## src/rtl/core/cfc_pkg.sv

```systemverilog
package cfc_pkg;

  // Frame layout
  localparam int HDR_LEN      = 8;
  localparam int BODY_PID_OFS = 60;
  localparam int BODY_RID_OFS = 62;
  localparam int CMD_OFS      = 6;
  localparam int CMD_COUNT    = 9;
  localparam int SPEED_COUNT  = 3;
  localparam int PROTO_STEP   = 10000;

  // Verdict codes
  localparam logic [2:0] ST_OK        = 3'd0;
  localparam logic [2:0] ST_SHORT     = 3'd1;
  localparam logic [2:0] ST_ID_DIFF   = 3'd2;
  localparam logic [2:0] ST_PROTOCOL  = 3'd3;
  localparam logic [2:0] ST_BAD_SUM   = 3'd4;

  // Configuration register indexes
  localparam logic CFG_PROTO_DIGIT    = 1'b0;
  localparam logic CFG_HANDSHAKE_DONE = 1'b1;

  typedef struct packed {
    logic [7:0] data_byte;
    logic       last_byte;
  } in_t;

  typedef struct packed {
    logic [2:0]         status;
    logic               initial_request;
    logic signed [15:0] x_speed;
    logic signed [15:0] y_speed;
    logic signed [15:0] yaw_speed;
    logic [7:0]         enable_byte;
    logic [7:0]         mode_byte;
    logic [7:0]         emergency_byte;
    logic [15:0]        reset_commands;
    logic [15:0]        light_commands;
    logic [15:0]        setup_commands;
  } res_t;

  // Everything the verdict needs from one finished frame
  typedef struct packed {
    logic                             short_frame;
    logic [15:0]                      pid;
    logic [15:0]                      rid;
    logic [15:0]                      hdr_sum;
    logic [15:0]                      body_pid;
    logic [15:0]                      body_rid;
    logic [15:0]                      ones_sum;
    logic                             nonzero_seen;
    logic [SPEED_COUNT-1:0][15:0]     speed_words;
    logic [CMD_COUNT-1:0][7:0]        command_bytes;
  } frame_t;

endpackage

```

## src/rtl/core/command_frame_checker_top.sv

```systemverilog
// Channel | Direction | Handshake           | Payload
// in      | input     | in_valid / in_stall | cfc_pkg::in_t  (data_byte, last_byte)
// out     | output    | out_valid/out_stall | cfc_pkg::res_t (status, initial_request, fields)
// cfg     | input     | cfg_we              | cfg_index selects register, cfg_data value
//
// One byte is taken per cycle while in_stall is low; the frame state updates in the same edge.
// A finished frame waits in a register until the result register can take it.
// The byte path stalls only while a finished frame cannot enter a full,
// stalled result register.
// Reset clears the frame state, the configuration and both valid flags.
module command_frame_checker_top #(
  parameter int BODY_BYTES       = 64,
  parameter int ZERO_CHECK_BYTES = 60
) (
  input  logic          clk,
  input  logic          rst,
  input  logic          in_valid,
  output logic          in_stall,
  input  cfc_pkg::in_t  in_data,
  output logic          out_valid,
  input  logic          out_stall,
  output cfc_pkg::res_t out_data,
  input  logic          cfg_we,
  input  logic          cfg_index,
  input  logic [2:0]    cfg_data
);
  import cfc_pkg::*;

  logic       proto_digit_lo;
  logic [2:0] proto_digit;
  logic       handshake_done;
  logic       take;
  logic       done_valid;
  frame_t     done;

  assign proto_digit_lo = proto_digit[0];

  // Configuration registers
  always_ff @(posedge clk) begin
    if (rst) begin
      proto_digit    <= '0;
      handshake_done <= 1'b0;
    end else if (cfg_we) begin
      unique case (cfg_index)
        CFG_PROTO_DIGIT:    proto_digit    <= cfg_data;
        CFG_HANDSHAKE_DONE: handshake_done <= cfg_data[0];
      endcase
    end
  end

  cfc_frame_acc #(
    .BODY_BYTES       (BODY_BYTES),
    .ZERO_CHECK_BYTES (ZERO_CHECK_BYTES)
  ) u_acc (
    .clk        (clk),
    .rst        (rst),
    .in_valid   (in_valid),
    .in_stall   (in_stall),
    .in_data    (in_data),
    .take       (take),
    .done_valid (done_valid),
    .done       (done)
  );

  cfc_verdict u_verdict (
    .clk            (clk),
    .rst            (rst),
    .done_valid     (done_valid),
    .done           (done),
    .proto_digit    ({proto_digit[2:1], proto_digit_lo}),
    .handshake_done (handshake_done),
    .take           (take),
    .out_valid      (out_valid),
    .out_stall      (out_stall),
    .out_data       (out_data)
  );

endmodule

```

## src/rtl/core/cfc_frame_acc.sv

```systemverilog
module cfc_frame_acc #(
  parameter int BODY_BYTES       = 64,
  parameter int ZERO_CHECK_BYTES = 60
) (
  input  logic            clk,
  input  logic            rst,
  input  logic            in_valid,
  output logic            in_stall,
  input  cfc_pkg::in_t    in_data,
  input  logic            take,
  output logic            done_valid,
  output cfc_pkg::frame_t done
);
  import cfc_pkg::*;

  localparam int FRAME_LEN = HDR_LEN + BODY_BYTES;
  localparam int PW        = $clog2(FRAME_LEN + 1);
  localparam logic [PW-1:0] FRAME_END = PW'(FRAME_LEN);
  localparam logic [PW-1:0] HDR_END   = PW'(HDR_LEN);
  localparam logic [PW-1:0] ZERO_END  = PW'(ZERO_CHECK_BYTES);
  localparam logic [PW-1:0] BODY_LAST = PW'(BODY_BYTES - 1);

  logic [PW-1:0]                pos, pos_next;
  logic [15:0]                  ones_sum, ones_sum_next;
  logic [7:0]                   low_hold, low_hold_next;
  logic [15:0]                  pid, pid_next;
  logic [15:0]                  rid, rid_next;
  logic [15:0]                  hdr_sum, hdr_sum_next;
  logic [15:0]                  body_pid, body_pid_next;
  logic [15:0]                  body_rid, body_rid_next;
  logic                         nonzero_seen, nonzero_seen_next;
  logic [SPEED_COUNT-1:0][15:0] speed_words, speed_words_next;
  logic [CMD_COUNT-1:0][7:0]    command_bytes, command_bytes_next;

  logic          in_take;
  logic          in_frame;
  logic          in_hdr;
  logic          high_half;
  logic [PW-1:0] q;
  logic [15:0]   word;
  logic [15:0]   add_val;
  logic          do_add;
  logic [16:0]   sum_raw;
  frame_t        done_next;

  // Hold the byte only while a finished frame waits for the verdict stage
  assign in_stall = done_valid && !take;
  assign in_take  = in_valid && !in_stall;

  assign in_frame  = pos < FRAME_END;
  assign in_hdr    = pos < HDR_END;
  assign high_half = pos[0];
  assign q         = pos - HDR_END;
  assign word      = {in_data.data_byte, low_hold};

  // Ones'-complement add with end-around carry
  assign do_add  = in_frame && !in_hdr && (high_half || q == BODY_LAST);
  assign add_val = high_half ? word : {8'h00, in_data.data_byte};
  assign sum_raw = {1'b0, ones_sum} + {1'b0, add_val};

  // Next frame state for one byte
  always_comb begin
    pos_next           = pos;
    ones_sum_next      = ones_sum;
    low_hold_next      = low_hold;
    pid_next           = pid;
    rid_next           = rid;
    hdr_sum_next       = hdr_sum;
    body_pid_next      = body_pid;
    body_rid_next      = body_rid;
    nonzero_seen_next  = nonzero_seen;
    speed_words_next   = speed_words;
    command_bytes_next = command_bytes;
    if (in_frame) begin
      pos_next = pos + 1'b1;
      if (!high_half) begin
        low_hold_next = in_data.data_byte;
      end
      if (do_add) begin
        ones_sum_next = sum_raw[15:0] + {15'd0, sum_raw[16]};
      end
      if (in_hdr) begin
        if (high_half) begin
          unique case (pos[2:1])
            2'd0:    pid_next     = word;
            2'd1:    rid_next     = word;
            2'd3:    hdr_sum_next = word;
            default: ;
          endcase
        end
      end else begin
        if (q < ZERO_END && in_data.data_byte != 8'h00) begin
          nonzero_seen_next = 1'b1;
        end
        for (int k = 0; k < CMD_COUNT; k++) begin
          if (q == PW'(CMD_OFS + k)) begin
            command_bytes_next[k] = in_data.data_byte;
          end
        end
        if (high_half) begin
          for (int k = 0; k < SPEED_COUNT; k++) begin
            if (q == PW'(2 * k + 1)) begin
              speed_words_next[k] = word;
            end
          end
          if (q == PW'(BODY_PID_OFS + 1)) begin
            body_pid_next = word;
          end
          if (q == PW'(BODY_RID_OFS + 1)) begin
            body_rid_next = word;
          end
        end
      end
    end
  end

  // Snapshot of the finished frame
  always_comb begin
    done_next.short_frame   = pos_next < FRAME_END;
    done_next.pid           = pid_next;
    done_next.rid           = rid_next;
    done_next.hdr_sum       = hdr_sum_next;
    done_next.body_pid      = body_pid_next;
    done_next.body_rid      = body_rid_next;
    done_next.ones_sum      = ones_sum_next;
    done_next.nonzero_seen  = nonzero_seen_next;
    done_next.speed_words   = speed_words_next;
    done_next.command_bytes = command_bytes_next;
  end

  // Advance frame state; clear it after the last byte
  always_ff @(posedge clk) begin
    if (rst) begin
      pos           <= '0;
      ones_sum      <= '0;
      low_hold      <= '0;
      pid           <= '0;
      rid           <= '0;
      hdr_sum       <= '0;
      body_pid      <= '0;
      body_rid      <= '0;
      nonzero_seen  <= 1'b0;
      speed_words   <= '0;
      command_bytes <= '0;
      done_valid    <= 1'b0;
    end else begin
      // Raise on a last byte, drop once the verdict stage takes the frame
      done_valid <= (done_valid && !take) || (in_take && in_data.last_byte);
      if (in_take) begin
        if (in_data.last_byte) begin
          pos           <= '0;
          ones_sum      <= '0;
          low_hold      <= '0;
          pid           <= '0;
          rid           <= '0;
          hdr_sum       <= '0;
          body_pid      <= '0;
          body_rid      <= '0;
          nonzero_seen  <= 1'b0;
          speed_words   <= '0;
          command_bytes <= '0;
        end else begin
          pos           <= pos_next;
          ones_sum      <= ones_sum_next;
          low_hold      <= low_hold_next;
          pid           <= pid_next;
          rid           <= rid_next;
          hdr_sum       <= hdr_sum_next;
          body_pid      <= body_pid_next;
          body_rid      <= body_rid_next;
          nonzero_seen  <= nonzero_seen_next;
          speed_words   <= speed_words_next;
          command_bytes <= command_bytes_next;
        end
      end
    end
  end

  // Capture the frame snapshot on its last byte
  always_ff @(posedge clk) begin
    if (in_take && in_data.last_byte) begin
      done <= done_next;
    end
  end

  a_pos_range: assert property (@(posedge clk) disable iff (rst)
    pos <= FRAME_END)
    else $error("byte position ran past the frame length");

  a_done_kept: assert property (@(posedge clk) disable iff (rst)
    done_valid && !take |=> done_valid)
    else $error("finished frame dropped before the verdict stage took it");

  a_last_clears: assert property (@(posedge clk) disable iff (rst)
    in_take && in_data.last_byte |=> done_valid && pos == '0 && ones_sum == '0)
    else $error("last byte did not close the frame");

endmodule

```

## src/rtl/core/cfc_verdict.sv

```systemverilog
module cfc_verdict (
  input  logic            clk,
  input  logic            rst,
  input  logic            done_valid,
  input  cfc_pkg::frame_t done,
  input  logic [2:0]      proto_digit,
  input  logic            handshake_done,
  output logic            take,
  output logic            out_valid,
  input  logic            out_stall,
  output cfc_pkg::res_t   out_data
);
  import cfc_pkg::*;

  logic [16:0] proto_lo;
  logic [16:0] proto_hi;
  logic [16:0] pid_ext;
  logic        proto_match;
  logic [2:0]  status;
  logic        init_req;
  res_t        res_next;

  // Move the frame into the result register when it is empty or draining
  assign take = done_valid && (!out_valid || !out_stall);

  // Product id / 10000 == protocol digit, as a range check
  assign proto_lo    = 17'(proto_digit) * 17'(PROTO_STEP);
  assign proto_hi    = proto_lo + 17'(PROTO_STEP);
  assign pid_ext     = {1'b0, done.pid};
  assign proto_match = pid_ext >= proto_lo && pid_ext < proto_hi;

  // Checks in priority order
  always_comb begin
    if (done.short_frame) begin
      status = ST_SHORT;
    end else if (done.pid != done.body_pid || done.rid != done.body_rid) begin
      status = ST_ID_DIFF;
    end else if (!proto_match) begin
      status = ST_PROTOCOL;
    end else if (done.hdr_sum != ~done.ones_sum) begin
      status = ST_BAD_SUM;
    end else begin
      status = ST_OK;
    end
  end

  assign init_req = !handshake_done && !done.nonzero_seen;

  // Build the result; rejected frames and initial requests carry zero data
  always_comb begin
    res_next        = '0;
    res_next.status = status;
    if (status == ST_OK) begin
      res_next.initial_request = init_req;
      if (!init_req) begin
        res_next.x_speed        = done.speed_words[0];
        res_next.y_speed        = done.speed_words[1];
        res_next.yaw_speed      = done.speed_words[2];
        res_next.enable_byte    = done.command_bytes[0];
        res_next.mode_byte      = done.command_bytes[1];
        res_next.emergency_byte = done.command_bytes[2];
        res_next.reset_commands = {done.command_bytes[4], done.command_bytes[3]};
        res_next.light_commands = {done.command_bytes[6], done.command_bytes[5]};
        res_next.setup_commands = {done.command_bytes[8], done.command_bytes[7]};
      end
    end
  end

  // Result register
  always_ff @(posedge clk) begin
    if (rst) begin
      out_valid <= 1'b0;
    end else if (take) begin
      out_valid <= 1'b1;
    end else if (!out_stall) begin
      out_valid <= 1'b0;
    end
  end

  always_ff @(posedge clk) begin
    if (take) begin
      out_data <= res_next;
    end
  end

  a_reject_zero: assert property (@(posedge clk) disable iff (rst)
    out_valid && out_data.status != ST_OK |->
      !out_data.initial_request && out_data.x_speed == '0 &&
      out_data.enable_byte == '0 && out_data.setup_commands == '0)
    else $error("rejected frame carries data");

  a_init_zero: assert property (@(posedge clk) disable iff (rst)
    out_valid && out_data.initial_request |->
      out_data.status == ST_OK && out_data.yaw_speed == '0 &&
      out_data.mode_byte == '0 && out_data.light_commands == '0)
    else $error("initial request carries data or a reject code");

  a_status_range: assert property (@(posedge clk) disable iff (rst)
    out_valid |-> out_data.status <= ST_BAD_SUM)
    else $error("undefined status code");

endmodule
```

## config.mk

```make
export PLATFORM = sky130hd
export DESIGN_NAME = command_frame_checker_top
export DESIGN_NICKNAME = d
export VERILOG_FILES = /design/src/rtl/core/cfc_pkg.sv /design/src/rtl/core/command_frame_checker_top.sv /design/src/rtl/core/cfc_frame_acc.sv /design/src/rtl/core/cfc_verdict.sv
export SDC_FILE = /design/constraint.sdc
export NUM_CORES = 1
export LEC_CHECK = 0
export BUFFER_PORTS_ARGS = -buffer_cell sky130_fd_sc_hd__buf_2
export CORE_UTILIZATION = 45
export DETAILED_ROUTE_END_ITERATION = 7
export GPL_TIMING_DRIVEN = 0
export PLACE_DENSITY_LB_ADDON = 0.15
export SKIP_LAST_GASP = 1
export SYNTH_ARGS = -nofsm -noshare
export SYNTH_HDL_FRONTEND = slang
export SYNTH_SLANG_ARGS = --single-unit
```

## constraint.sdc

```tcl
create_clock -name clk -period 13.07 [get_ports clk]
set_clock_uncertainty 0.15 [all_clocks]
set_input_delay 0.6535 -clock clk [delete_from_list [all_inputs] [get_ports clk]]
set_output_delay 0.6535 -clock clk [all_outputs]
set_load 0.005 [all_outputs]
```

==> flow_metrics.tcl <==
set metrics [dict create \
    synthSimpleGateAreaFrac 0.1109 \
    cp_slowest_cell "buf_1" \
    regArea_mm2 0.01503 \
    crit_required_ns 13.29 \
    drive_gt1_frac 0.2179 \
    fin_ws_ns 7.110 \
    cpMostUsedCell "a21o_1" \
    rows 85 \
    die_area_mm2 0.05588 \
    cts_hold_buf 0 \
    ctsResizeCount 0 \
    power_density_mw_per_mm2 138.2 \
    synth_fa_ha_area_frac 0.03007 \
    grt_pass1_vias 16020 \
    grt_overflow 0 \
    max-slew-margin-rel 0.04013 \
    post-cts-setup-buffers 0 \
    final-instance-count-excl-fill 2941 \
    r2r-start "u_acc.pos[0]" \
    max_stage_delay_ns 0.56 \
    area_growth_pct 15.23 \
    clockBufferDepth 3 \
    clkTransAtPathRegs_ns 0.06 \
    first_iter_violations 1328 \
    rrSetupSlack_ns 7.11 \
    synthXorXnorAreaFrac 0.03143 \
    critPathLaunch "u_acc.pos[0]" \
    htree_levels 2 \
    tightestPinTransition_ns 1.440 \
    outcome "finished clean" \
    yosysSeqAreaShare 0.6082 \
    critical_path_depth 20 \
    grt_pass1_wl_um 93720 \
    ys.flop_type "edfxtp_1" \
    post-place-ws_ns 7.162 \
    crit_end "u_acc.done[135]" \
    critical_path.startpoint_type "flip-flop" \
    ys.warnings.count 0 \
    ys_top_cells_by_area "edfxtp_1 42%, dfxtp_1 19%, mux2_2 9.2%" \
    synth_seq_cells 580 \
    synth-edff-count 342 \
    maxSlewViolCount 0 \
    stdcell_area_mm2 0.02848 \
    crit_family "compound AO/OA/AOI/OAI gates" \
    drc 0 \
    timing.rr.end "u_acc.done[135]" \
    crit_type "flip-flop to flip-flop" \
    yosys.cell_types.count 65 \
    fin_util 0.5272 \
    syn-num-nets 2061 \
    layout.nets 2269 \
    grt_antenna_before_repair 3 \
    io_pins 144 \
    drtPass1Iterations 5 \
    clk_latency_ns 0.63 \
    crit_arrival_ns 6.18 \
    syn_inst 1986 \
    synth_area_leader_cell "edfxtp_1" \
    synth_top_family_by_area "simple AND/OR/NAND/NOR gates" \
    cts-root-buf "clkbuf_16" \
    hold_viol 0 \
    cap_violations 0 \
    grt_util_all_layers 0.2193 \
    syn_area_per_cell_um2 12.45 \
    gp_congestion 0.8690 \
    cts_buffers 59 \
    dp_hpwl_um 42530 \
    synthArstFlopShare 0 \
    synth_area_mm2 0.02472 \
    wl_um 62190 \
    numPlacedInstances 2829 \
    synth_top_area_frac 0.4154 \
    multi_input_area_mm2 0.008992 \
    rsz0062_at_grt "no" \
    initial_core_util 0.4575 \
    numPortBuffers 142 \
    setup_viol 0 \
    synth_mux_area_frac 0.09288 \
    core_mm2 0.05403 \
    irDropWorstVdd_mv 0.09860 \
    p_leak_nw 10.56 \
    end_kind "flip-flop" \
    finalCriticalPeriod_ns 5.960 \
    layout_commonest_cell "edfxtp_1" \
    worst-path-buf-inv 3 \
    die_w_um 236.4 \
    crit_chain "buf_1, clkbuf_1, mux2_2, ha_1, buf_2, a21o_1, a2111oi_0, o21ai_0, a31o_2, a21o_1, a21o_1, a21o_1, ha_1, ha_1, and3_1, and4_1, nand4_1, nor3_1, xnor2_1, mux2_2" \
    nFillCells 4659 \
    synth_compound_area_frac 0.09804 \
    min_path_type "primary input to flip-flop" \
    place_area_mm2 0.02643 \
    crit_fanout 10 \
    cts_tree "built" \
    grt_max_degree 120 \
    avgRoutedWirePerCell_um 21.14 \
    detail-route-antenna-nets 0 \
    avgViaCountPerCell 5.538 \
    die_y_um 236.4 \
    final_cell_mix "342 x edfxtp_1, 252 x nor2_1, 238 x dfxtp_1" \
    ff2ff_path_depth 20 \
    fmax_mhz 167.8 \
    via_count 16290 \
    clock-sinks 580 \
    fin_crit_sh 0.4560 \
]
## worst register-to-register path, cell delays in order (launching register included)
cell	delay [ns]
dfxtp_1	0.44
buf_1	0.56
clkbuf_1	0.50
mux2_2	0.42
ha_1	0.26
buf_2	0.17
a21o_1	0.19
a2111oi_0	0.37
o21ai_0	0.23
a31o_2	0.28
a21o_1	0.22
a21o_1	0.21
a21o_1	0.21
ha_1	0.22
ha_1	0.20
and3_1	0.18
and4_1	0.24
nand4_1	0.15
nor3_1	0.08
xnor2_1	0.16
mux2_2	0.28
## flip-flops by register name, indices dropped and copies added (netlist names), 3 cells and up
name	count
u_acc.hdr_sum	16
u_acc.body_rid	16
u_acc.body_pid	16
u_acc.pid	16
u_acc.rid	16
u_acc.done	218
proto_digit	3
u_acc.ones_sum	16
u_acc.low_hold	8
u_acc.speed_words	48
u_acc.command_bytes	72
u_verdict.out_data	124
u_acc.pos	7
## worst min-delay path by stage
stage	from	endpoint	slack, ns	cells after the start
4_1_cts	cfg_data[1]	proto_digit[1]	0.08	3
6_report	cfg_data[1]	proto_digit[1]	0.11	3
5_1_grt	cfg_data[2]	proto_digit[2]	0.12	3
2_1_floorplan	handshake_done	handshake_done	0.30	2
3_3_place_gp	u_acc.done_valid	u_verdict.out_valid	0.31	2
3_5_place_dp	handshake_done	handshake_done	0.32	2
## cell usage after synthesis, types with 7 or more instances
| library cell | n |
|---|---|
| o21ai_0 | 17 |
| nor2b_1 | 10 |
| a22oi_1 | 218 |
| buf_1 | 8 |
| a21o_1 | 11 |
| nor2_1 | 252 |
| nor4_1 | 7 |
| a21oi_1 | 37 |
| mux2_2 | 203 |
| nand4_1 | 17 |
| inv_1 | 20 |
| buf_6 | 11 |
| nand3_1 | 22 |
| buf_2 | 14 |
| clkbuf_1 | 107 |
| xnor2_1 | 57 |
| ha_1 | 53 |
| nand2_1 | 74 |
| nor3_1 | 8 |
| and3_1 | 8 |
| xor2_1 | 28 |
| dfxtp_1 | 238 |
| edfxtp_1 | 342 |
| and2_1 | 134 |
## through the flow
| step | setup TNS, ns | total power [mW] | hold slack [ns] |
|---|---|---|---|
| 2_1_floorplan | 0 | 2.127 | 0.2966 |
| 3_3_place_gp | -83.24 | 2.212 | 0.3109 |
| 3_5_place_dp | 0 | 2.204 | 0.3245 |
| 4_1_cts | 0 | 3.969 | 0.08141 |
| 5_1_grt | 0 | 4.051 | 0.1218 |
| 6_report | 0 | 3.938 | 0.1055 |
## per-layer routing
metal,GRT usage,part of all wire,up-vias,wire (um)
met5,0,0,-,0
met4,0.08146,0.030,0,1861
met3,0.02563,0.045,110,2800
met2,0.3739,0.49,439,30260
met1,0.2863,0.44,8077,27270
li1,-,-,7662,-
## layout make-up
type / count / share of cell area
flip-flops and latches: 580 / 0.5278
multi-input cells: 1245 / 0.3157
clock buffers: 77 / 0.05820
well taps: 696 / 0.03057
repair buffers: 147 / 0.02873
plain buffers: 140 / 0.02196
clock inverters: 34 / 0.01388
inverters: 21 / 0.003031
diodes: 1 / 0.00008785
## cells by family (layout without fill, tap and decap cells)
logic type / count (synthesis) / after routing
compound gates: 335 / 335
xor+xnor: 87 / 87
fa+ha+maj: 57 / 57
buf+inv: 161 / 419
flops: 580 / 580
mux: 204 / 204
other cells: 0 / 1
simple gates: 562 / 562
## where the power goes
part | switching (mW) | total [mW] | internal, mW
clock network | 0.721 | 1.77 | 1.05
registers | 0.0145 | 1.98 | 1.96
logic | 0.137 | 0.188 | 0.0513
Power figures use the tool's default switching activity.
